===== config.mk =====
export PLATFORM = sky130hd
export DESIGN_NAME = ttq_alu
export DESIGN_NICKNAME = d
export VERILOG_FILES = /design/src/sv/ttq_pkg.sv /design/src/sv/ttq_alu.sv
export SDC_FILE = /design/constraint.sdc
export NUM_CORES = 1
export LEC_CHECK = 0
export BUFFER_PORTS_ARGS = -buffer_cell sky130_fd_sc_hd__buf_2
export CAP_MARGIN = 15
export CORE_ASPECT_RATIO = 2
export CORE_MARGIN = 2
export CORE_UTILIZATION = 40
export DETAILED_ROUTE_END_ITERATION = 10
export PLACE_DENSITY = 0.71
export SETUP_SLACK_MARGIN = 0.4
export SYNTH_ARGS = -nofsm -noshare
export SYNTH_HDL_FRONTEND = slang
export SYNTH_SLANG_ARGS = --single-unit

===== constraint.sdc =====
create_clock -name vclk -period 6.9
set_clock_uncertainty 0.05 [all_clocks]
set_input_delay 1.725 -clock vclk [all_inputs]
set_output_delay 1.725 -clock vclk [all_outputs]
set_load 0.01 [all_outputs]

===== src/sv/ttq_pkg.sv =====
// ----------------------------------------------------------------------------
// Timer task heap scheduler package
// Widths, operation codes, status codes and shared types of the timer queue.
// ----------------------------------------------------------------------------
package ttq_pkg;

	localparam int OP_W       = 3;
	localparam int ID_W       = 8;
	localparam int TIME_W     = 63;
	localparam int CNT_W      = 9;
	localparam int ST_W       = 3;
	localparam int POS_W      = 10;
	localparam int TASK_SLOTS = 256;
	localparam int MAX_TASKS_DEF = 256;
	localparam int IN_W       = 208;
	localparam int OUT_W      = 152;

	// Operation codes of an input transaction.
	typedef enum logic [OP_W-1:0] {
		OP_SCHEDULE = 3'd0,
		OP_POLL     = 3'd1,
		OP_CANCEL   = 3'd2,
		OP_PURGE    = 3'd3,
		OP_CANCEL_T = 3'd4
	} op_t;

	// Result status codes.
	typedef enum logic [ST_W-1:0] {
		ST_DONE     = 3'd0,
		ST_FIRED    = 3'd1,
		ST_NOTDUE   = 3'd2,
		ST_EMPTY    = 3'd3,
		ST_BADARG   = 3'd4,
		ST_BADSTATE = 3'd5,
		ST_FULL     = 3'd6
	} status_t;

	// Per-task life cycle.
	typedef enum logic [1:0] {
		TS_FRESH    = 2'd0,
		TS_SCHED    = 2'd1,
		TS_CANCEL   = 2'd2,
		TS_FINISHED = 2'd3
	} tstat_t;

	// Where the sequencer goes once a heap insert or delete completes.
	typedef enum logic [2:0] {
		RET_SCHED    = 3'd0,
		RET_POLLDROP = 3'd1,
		RET_POLLFIRE = 3'd2,
		RET_PURGE    = 3'd3,
		RET_REINS    = 3'd4
	} ret_t;

	// Write controls of the task table.
	typedef struct packed {
		logic                  due_we;
		logic                  cfg_we;
		logic                  stat_we;
		logic [ID_W-1:0]       waddr;
		logic [TIME_W-1:0]     due;
		logic [TIME_W-1:0]     period;
		logic                  fixed;
		tstat_t                stat;
	} task_wr_t;

	// Read data of the task table.
	typedef struct packed {
		logic [TIME_W-1:0]     due;
		logic [TIME_W-1:0]     period;
		logic                  fixed;
		tstat_t                stat;
	} task_rd_t;

endpackage


===== src/sv/ttq_alu.sv =====
// ----------------------------------------------------------------------------
// Timer queue shared adder
// One 63-bit add/subtract unit used for all time sums and compares.
// Bit 63 of the result is the carry of an add or the borrow of a subtract.
// ----------------------------------------------------------------------------
module ttq_alu
	import ttq_pkg::*;
(
	input  logic [TIME_W-1:0] a,
	input  logic [TIME_W-1:0] b,
	input  logic              sub,
	output logic [TIME_W:0]   res
);

	logic [TIME_W:0] b_ext;

	// Two's complement subtract through the same adder.
	assign b_ext = sub ? ~{1'b0, b} : {1'b0, b};
	assign res   = {1'b0, a} + b_ext + {{TIME_W{1'b0}}, sub};

endmodule


# [Yosys cells after proc, flatten, opt, wreduce, memory -nomap -nowiden]
# Cells that the tools add are included.
# W data, S select, Z words.
[totals] reg_bits=0 latchBits=0 mem_bits_rw=0 mem_bits_ro=0 output_inout_bits=64 elab_cells=4 n_memories=0
[op_classes] addsub=2 multipliers=0 n_div=0 order_cmp=0 eq_ne=0 shifts=0 n_mux=1 bitwise_logic=1 n_reduce_logical=0
[op_table] op="$add A63 B64 Y64" n=1
[op_table] op="$add A64 B1 Y64" n=1
[op_table] op="$mux W64" n=1
[op_table] op="$not A63 Y64" n=1

# [Logic depth before layout (Yosys ltp)]
[logic_depth] ltp_word=4 ltp_mapped=15

# [Least setup slack after synthesis]
# Ideal clock, no wire load.
[synth_path] path_type="input-to-output" from="input sub" to="output res[62]" arrival_time_ns=4.625 slack_ns=0.500 cell_stages=15 n_path_buf=3 path_cell_list="buf_4 buf_1 xor2_1 ha_1 buf_6 a21o_1 a31oi_1 o21ai_1 a31o_1 a221o_1 a31oi_4 o21a_4 o31ai_2 a31oi_1 xnor2_1"
[synth_via] elab_chain_cells=3
[synth_rtl] item="start, declared" line_no="ttq_alu.sv:11" source="input logic sub,"
[synth_rtl] item="$mux W64" line_no="ttq_alu.sv:18" source="assign b_ext = sub ? ~{1'b0, b} : {1'b0, b};"
[synth_rtl] item="$add A63 B64 Y64" line_no="ttq_alu.sv:19" source="assign res = {1'b0, a} + b_ext + {{TIME_W{1'b0}}, sub};"
[synth_rtl] item="$add A64 B1 Y64 (*)" line_no="ttq_alu.sv:19"
[synth_rtl] item="end, declared" line_no="ttq_alu.sv:12" source="output logic [TIME_W:0] res"
# Mark *: on every way between the ends. The rest lies on a longest branch, timed or not.

# [Worst setup path in the final report]
[layout_path] from="input sub" to="output res[60]"
# Same word-level chain as after synthesis.

==> run summary <==
Post-place setup slack -> 0.282 ns
MaxCap Viol Count -> 0
Post-detailed-route count of antenna-violating nets -> 0
Status -> complete, no violations
Register area share after synthesis -> 0%
Number of clock buffers in the layout -> 0
Layout cells sized above 1 -> 36.4%
Top cells by area, synth -> ha_1 (20%), xor2_1 (18%), a21oi_1 (8.3%), xnor2_1 (7.1%), a21o_1 (5.0%)
Hold/Removal Path Class -> input port to output pin
DP Cell Count -> 906
Tightest Pin Transition -> 0.591 ns
Yosys warning count -> 0
Slowest CP cell -> fa_2
Die X -> 77.6 um
Total global routing overflow -> 0
Final Wtd Congestion -> 0.950
Max-slew headroom -> 60.3%
CP arrival -> 4.66 ns
Commonest non-fill, non-tap cell in the layout -> buf_2
Area grow syn2layout -> 36.6%
CP Launch Type -> input port
Global-route wire length before repair -> 23000 um
RSZ-0062 raised after global routing -> yes
Initial antenna violation count -> 0
Global Route Usage Sum -> 23.5%
Ant diodes -> 0
Port Buffers -> 191
Most frequent cells in the layout -> buf_2 (189), xor2_1 (88), a21oi_1 (63)
Pwr Total -> 0.000934 W
Worst path top cell family by delay -> compound AO/OA/AOI/OAI gates
Floorplan row count -> 53
Final design area excluding fillers -> 0.00592 mm2
Post-layout nets -> 987
Number of sequential cells -> 0
Pin count of the biggest net entering global routing -> 26
Via count -> 5158
Mapped Avg Cell Area -> 7.18 um2
Non-Filler Instances -> 926
Setup tns final -> 0 ns
Hold Buf Count CTS -> 0
Vias per inst -> 5.57
Post-DP HPWL -> 12700 um
Critical path class -> input port to output pin
Number of global-route vias before repair -> 5177
Dominant cell type by area after synthesis -> ha_1
Initial detailed-routing violation count -> 203
DRC Markers -> 0
Avg WL per Cell -> 16.6 um
Worst path bufs/invs -> 3
Period utilization -> 93.2%
Final Setup Violations -> 0
Core ar. -> 0.0105 mm2
Syn Inst Count -> 603
Crit-path cells -> buf_16 > xor2_4 > inv_2 > fa_2 > and2b_1 > o2111ai_2 > a21oi_2 > nor2_1 > o31a_1 > o31ai_4 > a21oi_4 > o21ai_4 > a311oi_2 > xnor2_1 > buf_2
Post-Synthesis Cell Area -> 0.00433 mm2
Slowest stage delay, CP -> 0.39 ns
Initial Util -> 41.1%
Worst setup EP type -> output pin
Max Freq -> 0.155 GHz
Detailed Route WL -> 15400 um
DP Area -> 0.00538 mm2
P per Cell Area -> 158 mW/mm2
Die ar. -> 0.0117 mm2
Synth top area share -> 19.6%
Yosys cell types -> 64
I/O pin cnt -> 191
Peak VDD IR -> 0.0000900 V
Post-Syn Nets -> 799
Chip height -> 151 um
DR pass1 iterations -> 5
Setup WS post-layout -> 0.468 ns
Slew Viols, Final -> 0
Crit path required time -> 5.12 ns
Crit Path Max Fanout -> 7
Fin crit period -> 6.43 ns
Sequential cell area -> 0 um2
Final Hold Vio Count -> 0
Fillers -> 1048
Leakage -> 2.88 nW
timing repair:
action	CTS	global route
buffers inserted	7	10
endpoints found under the setup margin	7	22
gates resized for setup	9	62
cloned	0	3
pin swaps	9	27
cell families after synthesis:
logic type,Yosys count,synth area share [%]
compound gates,211,32.7
simple gates,149,16.8
mux,1,0.231
buf+inv,48,4.82
fa+ha+maj,69,20.1
xor+xnor,125,25.3
stage by stage:
step | hold slack [ns] | util, %
6_report | 3.69 | 56.1
5_1_grt | 3.70 | 56.1
4_1_cts | 3.68 | 51.9
3_5_place_dp | 3.68 | 51.1
3_3_place_gp | 3.68 | 51.1
2_1_floorplan | 3.48 | -
routing by layer:
metal	up-vias	track usage, %	routed length [um]
li1	2561	-	-
met1	2343	23.0	5310
met2	204	49.4	8530
met3	50	1.43	722
met4	0	8.48	807
met5	-	0	0
final cells by class:
class	count	area (um2)	area share, %
multi-input combinational	555	4420	74.8
timing repair buffer	216	1250	21.2
tap	137	171	2.90
inverter	18	67.6	1.14
power breakdown:
part	switching, W	internal [W]	total (W)	leakage [nW]
clock	0	0	0	0
combinational	0.000529	0.000405	0.000934	2.88
sequential	0	0	0	0
total	0.000529	0.000405	0.000934	2.88
cell usage after synthesis (2+ instances only):
master,instances
a211o_1,2
a211oi_1,2
a211oi_2,2
a21boi_1,3
a21o_1,29
a21oi_1,72
a21oi_2,3
a221o_1,2
a221oi_1,2
a31oi_1,8
and2_1,2
and3_1,2
buf_1,6
buf_2,2
buf_6,3
clkbuf_1,18
ha_1,68
inv_1,18
nand2_1,50
nand2b_1,5
nand3_1,5
nand4_1,26
nor2_1,32
nor2b_1,7
nor3_1,10
nor4_1,2
o211ai_1,2
o21a_1,6
o21ai_0,32
o21ai_1,13
o21bai_1,10
o31ai_1,3
o31ai_2,2
xnor2_1,35
xor2_1,90
worst min-delay path: stages:
cell and delay, ns:
buf_2 0.10, xor2_1 0.06, buf_2 0.13
worst paths after layout:
path / startpoint / endpoint / slack [ns] / cells past startpoint
min: a[0] / res[0] / 3.69 / 3
max: sub / res[60] / 0.47 / 15
No activity file was read; power rests on OpenSTA's default activity.
