==> config.mk <==
export PLATFORM = sky130hd
export DESIGN_NAME = ttq_heap_mem
export DESIGN_NICKNAME = d
export VERILOG_FILES = /design/src/sv/ttq_pkg.sv /design/src/sv/ttq_heap_mem.sv
export SDC_FILE = /design/constraint.sdc
export NUM_CORES = 2
export LEC_CHECK = 0
export ABC_AREA = 1
export ABC_CLOCK_PERIOD_IN_PS = 4900
export BUFFER_PORTS_ARGS = -buffer_cell sky130_fd_sc_hd__clkbuf_2
export CELL_PAD_IN_SITES_DETAIL_PLACEMENT = 0
export CELL_PAD_IN_SITES_GLOBAL_PLACEMENT = 1
export CORE_UTILIZATION = 58
export CTS_BUF_LIST = sky130_fd_sc_hd__clkbuf_4 sky130_fd_sc_hd__clkbuf_8
export CTS_CLUSTER_DIAMETER = 150
export DETAILED_ROUTE_END_ITERATION = 16
export PLACE_DENSITY = 0.84
export SLEW_MARGIN = 20
export SYNTH_ARGS = -nofsm -noshare
export SYNTH_HDL_FRONTEND = slang
export SYNTH_SLANG_ARGS = --single-unit
==> constraint.sdc <==
create_clock -name clk -period 4.9 [get_ports clk]
set_input_delay 0.98 -clock clk [delete_from_list [all_inputs] [get_ports clk]]
set_output_delay 0.98 -clock clk [all_outputs]
set_load 0.02 [all_outputs]
==> src/sv/ttq_pkg.sv <==
// ----------------------------------------------------------------------------
// Timer task heap scheduler package
// Widths, operation codes, status codes and shared types of the timer queue.
// ----------------------------------------------------------------------------
package ttq_pkg;

	localparam int OP_W       = 3;
	localparam int ID_W       = 8;
	localparam int TIME_W     = 63;
	localparam int CNT_W      = 9;
	localparam int ST_W       = 3;
	localparam int POS_W      = 10;
	localparam int TASK_SLOTS = 256;
	localparam int MAX_TASKS_DEF = 256;
	localparam int IN_W       = 208;
	localparam int OUT_W      = 152;

	// Operation codes of an input transaction.
	typedef enum logic [OP_W-1:0] {
		OP_SCHEDULE = 3'd0,
		OP_POLL     = 3'd1,
		OP_CANCEL   = 3'd2,
		OP_PURGE    = 3'd3,
		OP_CANCEL_T = 3'd4
	} op_t;

	// Result status codes.
	typedef enum logic [ST_W-1:0] {
		ST_DONE     = 3'd0,
		ST_FIRED    = 3'd1,
		ST_NOTDUE   = 3'd2,
		ST_EMPTY    = 3'd3,
		ST_BADARG   = 3'd4,
		ST_BADSTATE = 3'd5,
		ST_FULL     = 3'd6
	} status_t;

	// Per-task life cycle.
	typedef enum logic [1:0] {
		TS_FRESH    = 2'd0,
		TS_SCHED    = 2'd1,
		TS_CANCEL   = 2'd2,
		TS_FINISHED = 2'd3
	} tstat_t;

	// Where the sequencer goes once a heap insert or delete completes.
	typedef enum logic [2:0] {
		RET_SCHED    = 3'd0,
		RET_POLLDROP = 3'd1,
		RET_POLLFIRE = 3'd2,
		RET_PURGE    = 3'd3,
		RET_REINS    = 3'd4
	} ret_t;

	// Write controls of the task table.
	typedef struct packed {
		logic                  due_we;
		logic                  cfg_we;
		logic                  stat_we;
		logic [ID_W-1:0]       waddr;
		logic [TIME_W-1:0]     due;
		logic [TIME_W-1:0]     period;
		logic                  fixed;
		tstat_t                stat;
	} task_wr_t;

	// Read data of the task table.
	typedef struct packed {
		logic [TIME_W-1:0]     due;
		logic [TIME_W-1:0]     period;
		logic                  fixed;
		tstat_t                stat;
	} task_rd_t;

endpackage

==> src/sv/ttq_heap_mem.sv <==
// ----------------------------------------------------------------------------
// Timer queue heap memory
// Task ids by heap position, one write and one registered read per cycle.
// ----------------------------------------------------------------------------
module ttq_heap_mem
	import ttq_pkg::*;
#(
	parameter int MAX_TASKS = MAX_TASKS_DEF,
	parameter int AW        = $clog2(MAX_TASKS)
) (
	input  logic            clk,
	input  logic            we,
	input  logic [AW-1:0]   waddr,
	input  logic [ID_W-1:0] wdata,
	input  logic [AW-1:0]   raddr,
	output logic [ID_W-1:0] rdata
);

	logic [ID_W-1:0] mem [MAX_TASKS];

	// Write port.
	always_ff @(posedge clk) begin
		if (we) begin
			mem[waddr] <= wdata;
		end
	end

	// Registered read port.
	always_ff @(posedge clk) begin
		rdata <= mem[raddr];
	end

endmodule

Word-level counts from Yosys, hierarchy flattened
Memory sizes are Yosys's and may differ from the RTL's. A register that Yosys moved wholly into a read port is not among the register bits.
Cells that the tools add are included.
Storage, ports and cells
  flip-flop bits (word level): 0
  latch bits: 0
  bits in writable memories: 2048
  ROM bits: 0
  bits of input ports: 26
  output and inout port bits: 8
  word-level logic and storage cells: 3
  memories kept: 1
Cells by class
  add/sub/neg operators: 0
  multiply operators: 0
  div/mod/pow operators: 0
  order comparisons: 0
  equality and inequality tests: 0
  shifts and indexed selects: 0
  multiplexer cells: 2
  bitwise operators: 0
  reductions and logical operators: 0
Memory list
  mem: words 256, bits a word 8, read ports 1, clocked after Yosys merged registers in 1, wr ports 1, RTL line ttq_heap_mem.sv:19  | logic [ID_W-1:0] mem [MAX_TASKS];
Operators with widths (count)
  1-bit two-way mux: 2

Logic depth before layout (Yosys ltp)
  depth after elaboration: 2
  mapped depth: 15
  depth with buffers taken out: 11

Least setup slack after synthesis
Ideal clock, no wire load.
  kind: in2reg
  start: in we
  end: mem mem[162][0] (enable)
  setup time: 0.370 ns
  arrival time: 2.101 ns
  data required time: 4.530 ns
  path slack: 2.429 ns
  stages: 4
  buffers on the path: 2
  cells stage by stage: clkbuf_1 -> nand3_1 -> clkbuf_1 -> nor2_1
On the way
  cells in the longest elaborated chain, start to end: 2
RTL lines
  start, declared: RTL line ttq_heap_mem.sv:12  | input logic we,
  1-bit two-way mux: RTL line ttq_heap_mem.sv:23  | if (we) begin
  1-bit two-way mux (not written as such): RTL line ttq_heap_mem.sv:24  | mem[waddr] <= wdata;
  end, declared: RTL line ttq_heap_mem.sv:19
Every way passes these cells.

Final worst setup path
  start: in waddr[6]
  end: mem mem[5][7] (enable)
RTL lines
  start, declared: RTL line ttq_heap_mem.sv:13  | input logic [AW-1:0] waddr,
No word-level cell before the write port.

==> metrics.txt <==
Peak supply drop=about 0.00033 V; mux share of post-synthesis cell area=0%; dpl ws=0.845 ns; Worst Clk Skew=between 0.05 and 0.06 ns; HPWL Detailed=about 120 mm; # H-tree levels=5; CTS tree=done; CP Data Required Time=5.52 ns; status=finished clean; Distinct cells, synth=14; core box area=~140000 sq um; I/O Pins=34; clock network power share=roughly 39%; Post-Synth Simple-Gate Area=a little under a quarter; Worst Setup End Kind=flop; Filler cells=10700; synthesized instance count=~7000; Pleak=between 30 and 40 nW; Clk Latency, worst-skew pair=1.03 ns; Worst-Margin Slew=about 1.3 ns; final setup violation count=0; Post-CTS Hold Buffers=0; number of global-route vias before repair=52100; share of cells above drive strength 1=9.21%; initial antenna violation count=9; syn_nets=7029; Die Wd=approximately 380 um; Final Non-Filler Cells=9134; largest family of logic cells by synthesized area=simple AND/OR/NAND/NOR gates; Hold Crit Class=input pin to flop; Final WS setup=1.75 ns; area delta synth->final=9.36%; synthesized flop and latch total=2056; headroom to the max-slew limit=roughly 12%; register area share after synthesis=73.9%; kind of critical path=input pin to flop; maximum clock frequency=between 300 and 400 MHz; Worst EP arrival=~3.8 ns; Slew Viols, Final=0; die height=roughly 380 um; antenna-violating nets left=0; DRT iter0 DRCs=6553; Tmin final=between 3 and 4 ns; drt wl/cell=about 24 um; post-CTS setup buffer count=0; GRT Total Usage=between 30% and 40%; Final Hold Viols=0; xor/xnor share of the synthesized area=0%; critical path startpoint category=input pin; FP Rows=approximately 140; DR pass1 iterations=6; unrepaired setup endpoints after global routing=false; Reg clk slew, reported paths=around 0.06 ns; first-pass GRT wire length=330 mm; Die Area=roughly 150000 sq um; total grt overflow=0; Multi-input gate area=19100 sq um; pin count of the biggest net entering global routing=around 180; CTS resizes=0; sw power=about 8.2 mW; Num CTS Buffers=between 300 and 400; PD cells=391 nW/um^2; CTS Root Cell=clkbuf_8; Max Cap Viol=0; DRC=0; Clock Sinks=roughly 2100; Routed WL=between 200 and 250 mm; Initial Utilization=about three fifths; gp weighted congestion=approximately 0.9; Synthesis Warnings=0; Hold WS=~0.42 ns; sequential share of power=54.5%; Pwr Total=approximately 36 mW; IO buf count=33; Fin Setup TNS=0 ns; switch share=between 20 and 25%; via count=about 55000; CP Max Fanout=16; Vias per Instance=5.99; nets=7044; FF+latch area=a little over 60000 sq um; Synth Area in Compound Gates=0%; post-placement cell count=between 8000 and 9000; cell area after synthesis=between 80000 and 90000 sq um; Logic pwr share=under 10%; most frequent cells in the layout=nand2_1, edfxtp_1, nand3_1, clkbuf_8, nor2_1; clock buffer depth=4; Final Cycle Share=64.4%; synthesized-area fraction occupied by adder cells=0%; Int Pwr=approximately 27 mW; Avg Inst Size Synth=11.9 sq um; most common cell after layout, fill and taps aside=nand2_1
==> registers in the layout (all words and copies together), names as in the netlist <==
signal	flops
rdata	8
mem	2048
==> stage by stage <==
step           util [%]  area, sq um
2_1_floorplan         -        83400
3_3_place_gp       59.9        85000
3_5_place_dp       59.9        85000
4_1_cts            64.2        91200
5_1_grt            64.2        91200
6_report           64.2        91200
==> Yosys cell counts <==
master    count  area share, %
buf_4        46           0.41
nand2_1    2123            9.6
clkbuf_1    112           0.50
inv_1        36           0.16
buf_2       268            1.6
nand3_1    2019             12
buf_8         1          0.018
inv_2         2         0.0090
inv_4         1         0.0075
nor2_1      283            1.3
buf_1        40           0.18
dfxtp_1       8           0.19
buf_6        16           0.22
edfxtp_1   2048             74
==> metal layers <==
layer  global-route usage [%]  vias to the layer above  share of wire, %
met1                     43.4                    26600                40
li1                         -                    24900                 -
met3                     6.47                      442                10
met5                        0                        -             0.021
met4                     11.7                        8               3.6
met2                     46.2                     2738                46
==> layout make-up <==
type	count	share of cell area, %
Clock buffer	458	6.15
Tap cell	1890	2.59
Multi-Input combinational cell	4425	21.0
Sequential cell	2056	67.6
Inverter	39	0.198
Timing Repair Buffer	159	1.87
Clock inverter	104	0.584
Antenna cell	3	0.00823
==> logic make-up after synthesis <==
family / after synthesis
AND/OR/NAND/NOR: 4425
flip-flops: 2056
buffers and inverters: 522
==> path summary, 6_finish.rpt <==
path              cells after the start          end  slack, ns        start
setup / recovery                      4    mem[5][7]       1.75     waddr[6]
hold / removal                        1  mem[123][7]       0.42     wdata[7]
setup reg to reg                     10     rdata[3]       2.93  mem[201][3]
hold reg to reg                      10     rdata[7]       1.02  mem[164][7]
==> critical path: stages <==
cell,delay (ns)
clkbuf_2,0.15
nor2_1,1.01
nand2_1,0.82
nor2_1,0.80
==> power by group through the flow <==
| stage | sequential (mW) | combinational [mW] | clock [mW] |
|---|---|---|---|
| floorplan | 19.8 | 1.20 | 0 |
| global placement | 19.8 | 2.13 | 0 |
| detailed placement | 19.8 | 2.17 | 0 |
| CTS | 19.4 | 2.17 | 14.2 |
| global route | 19.4 | 2.35 | 14.9 |
| finish | 19.4 | 2.19 | 14.0 |
Power figures use the tool's default switching activity.
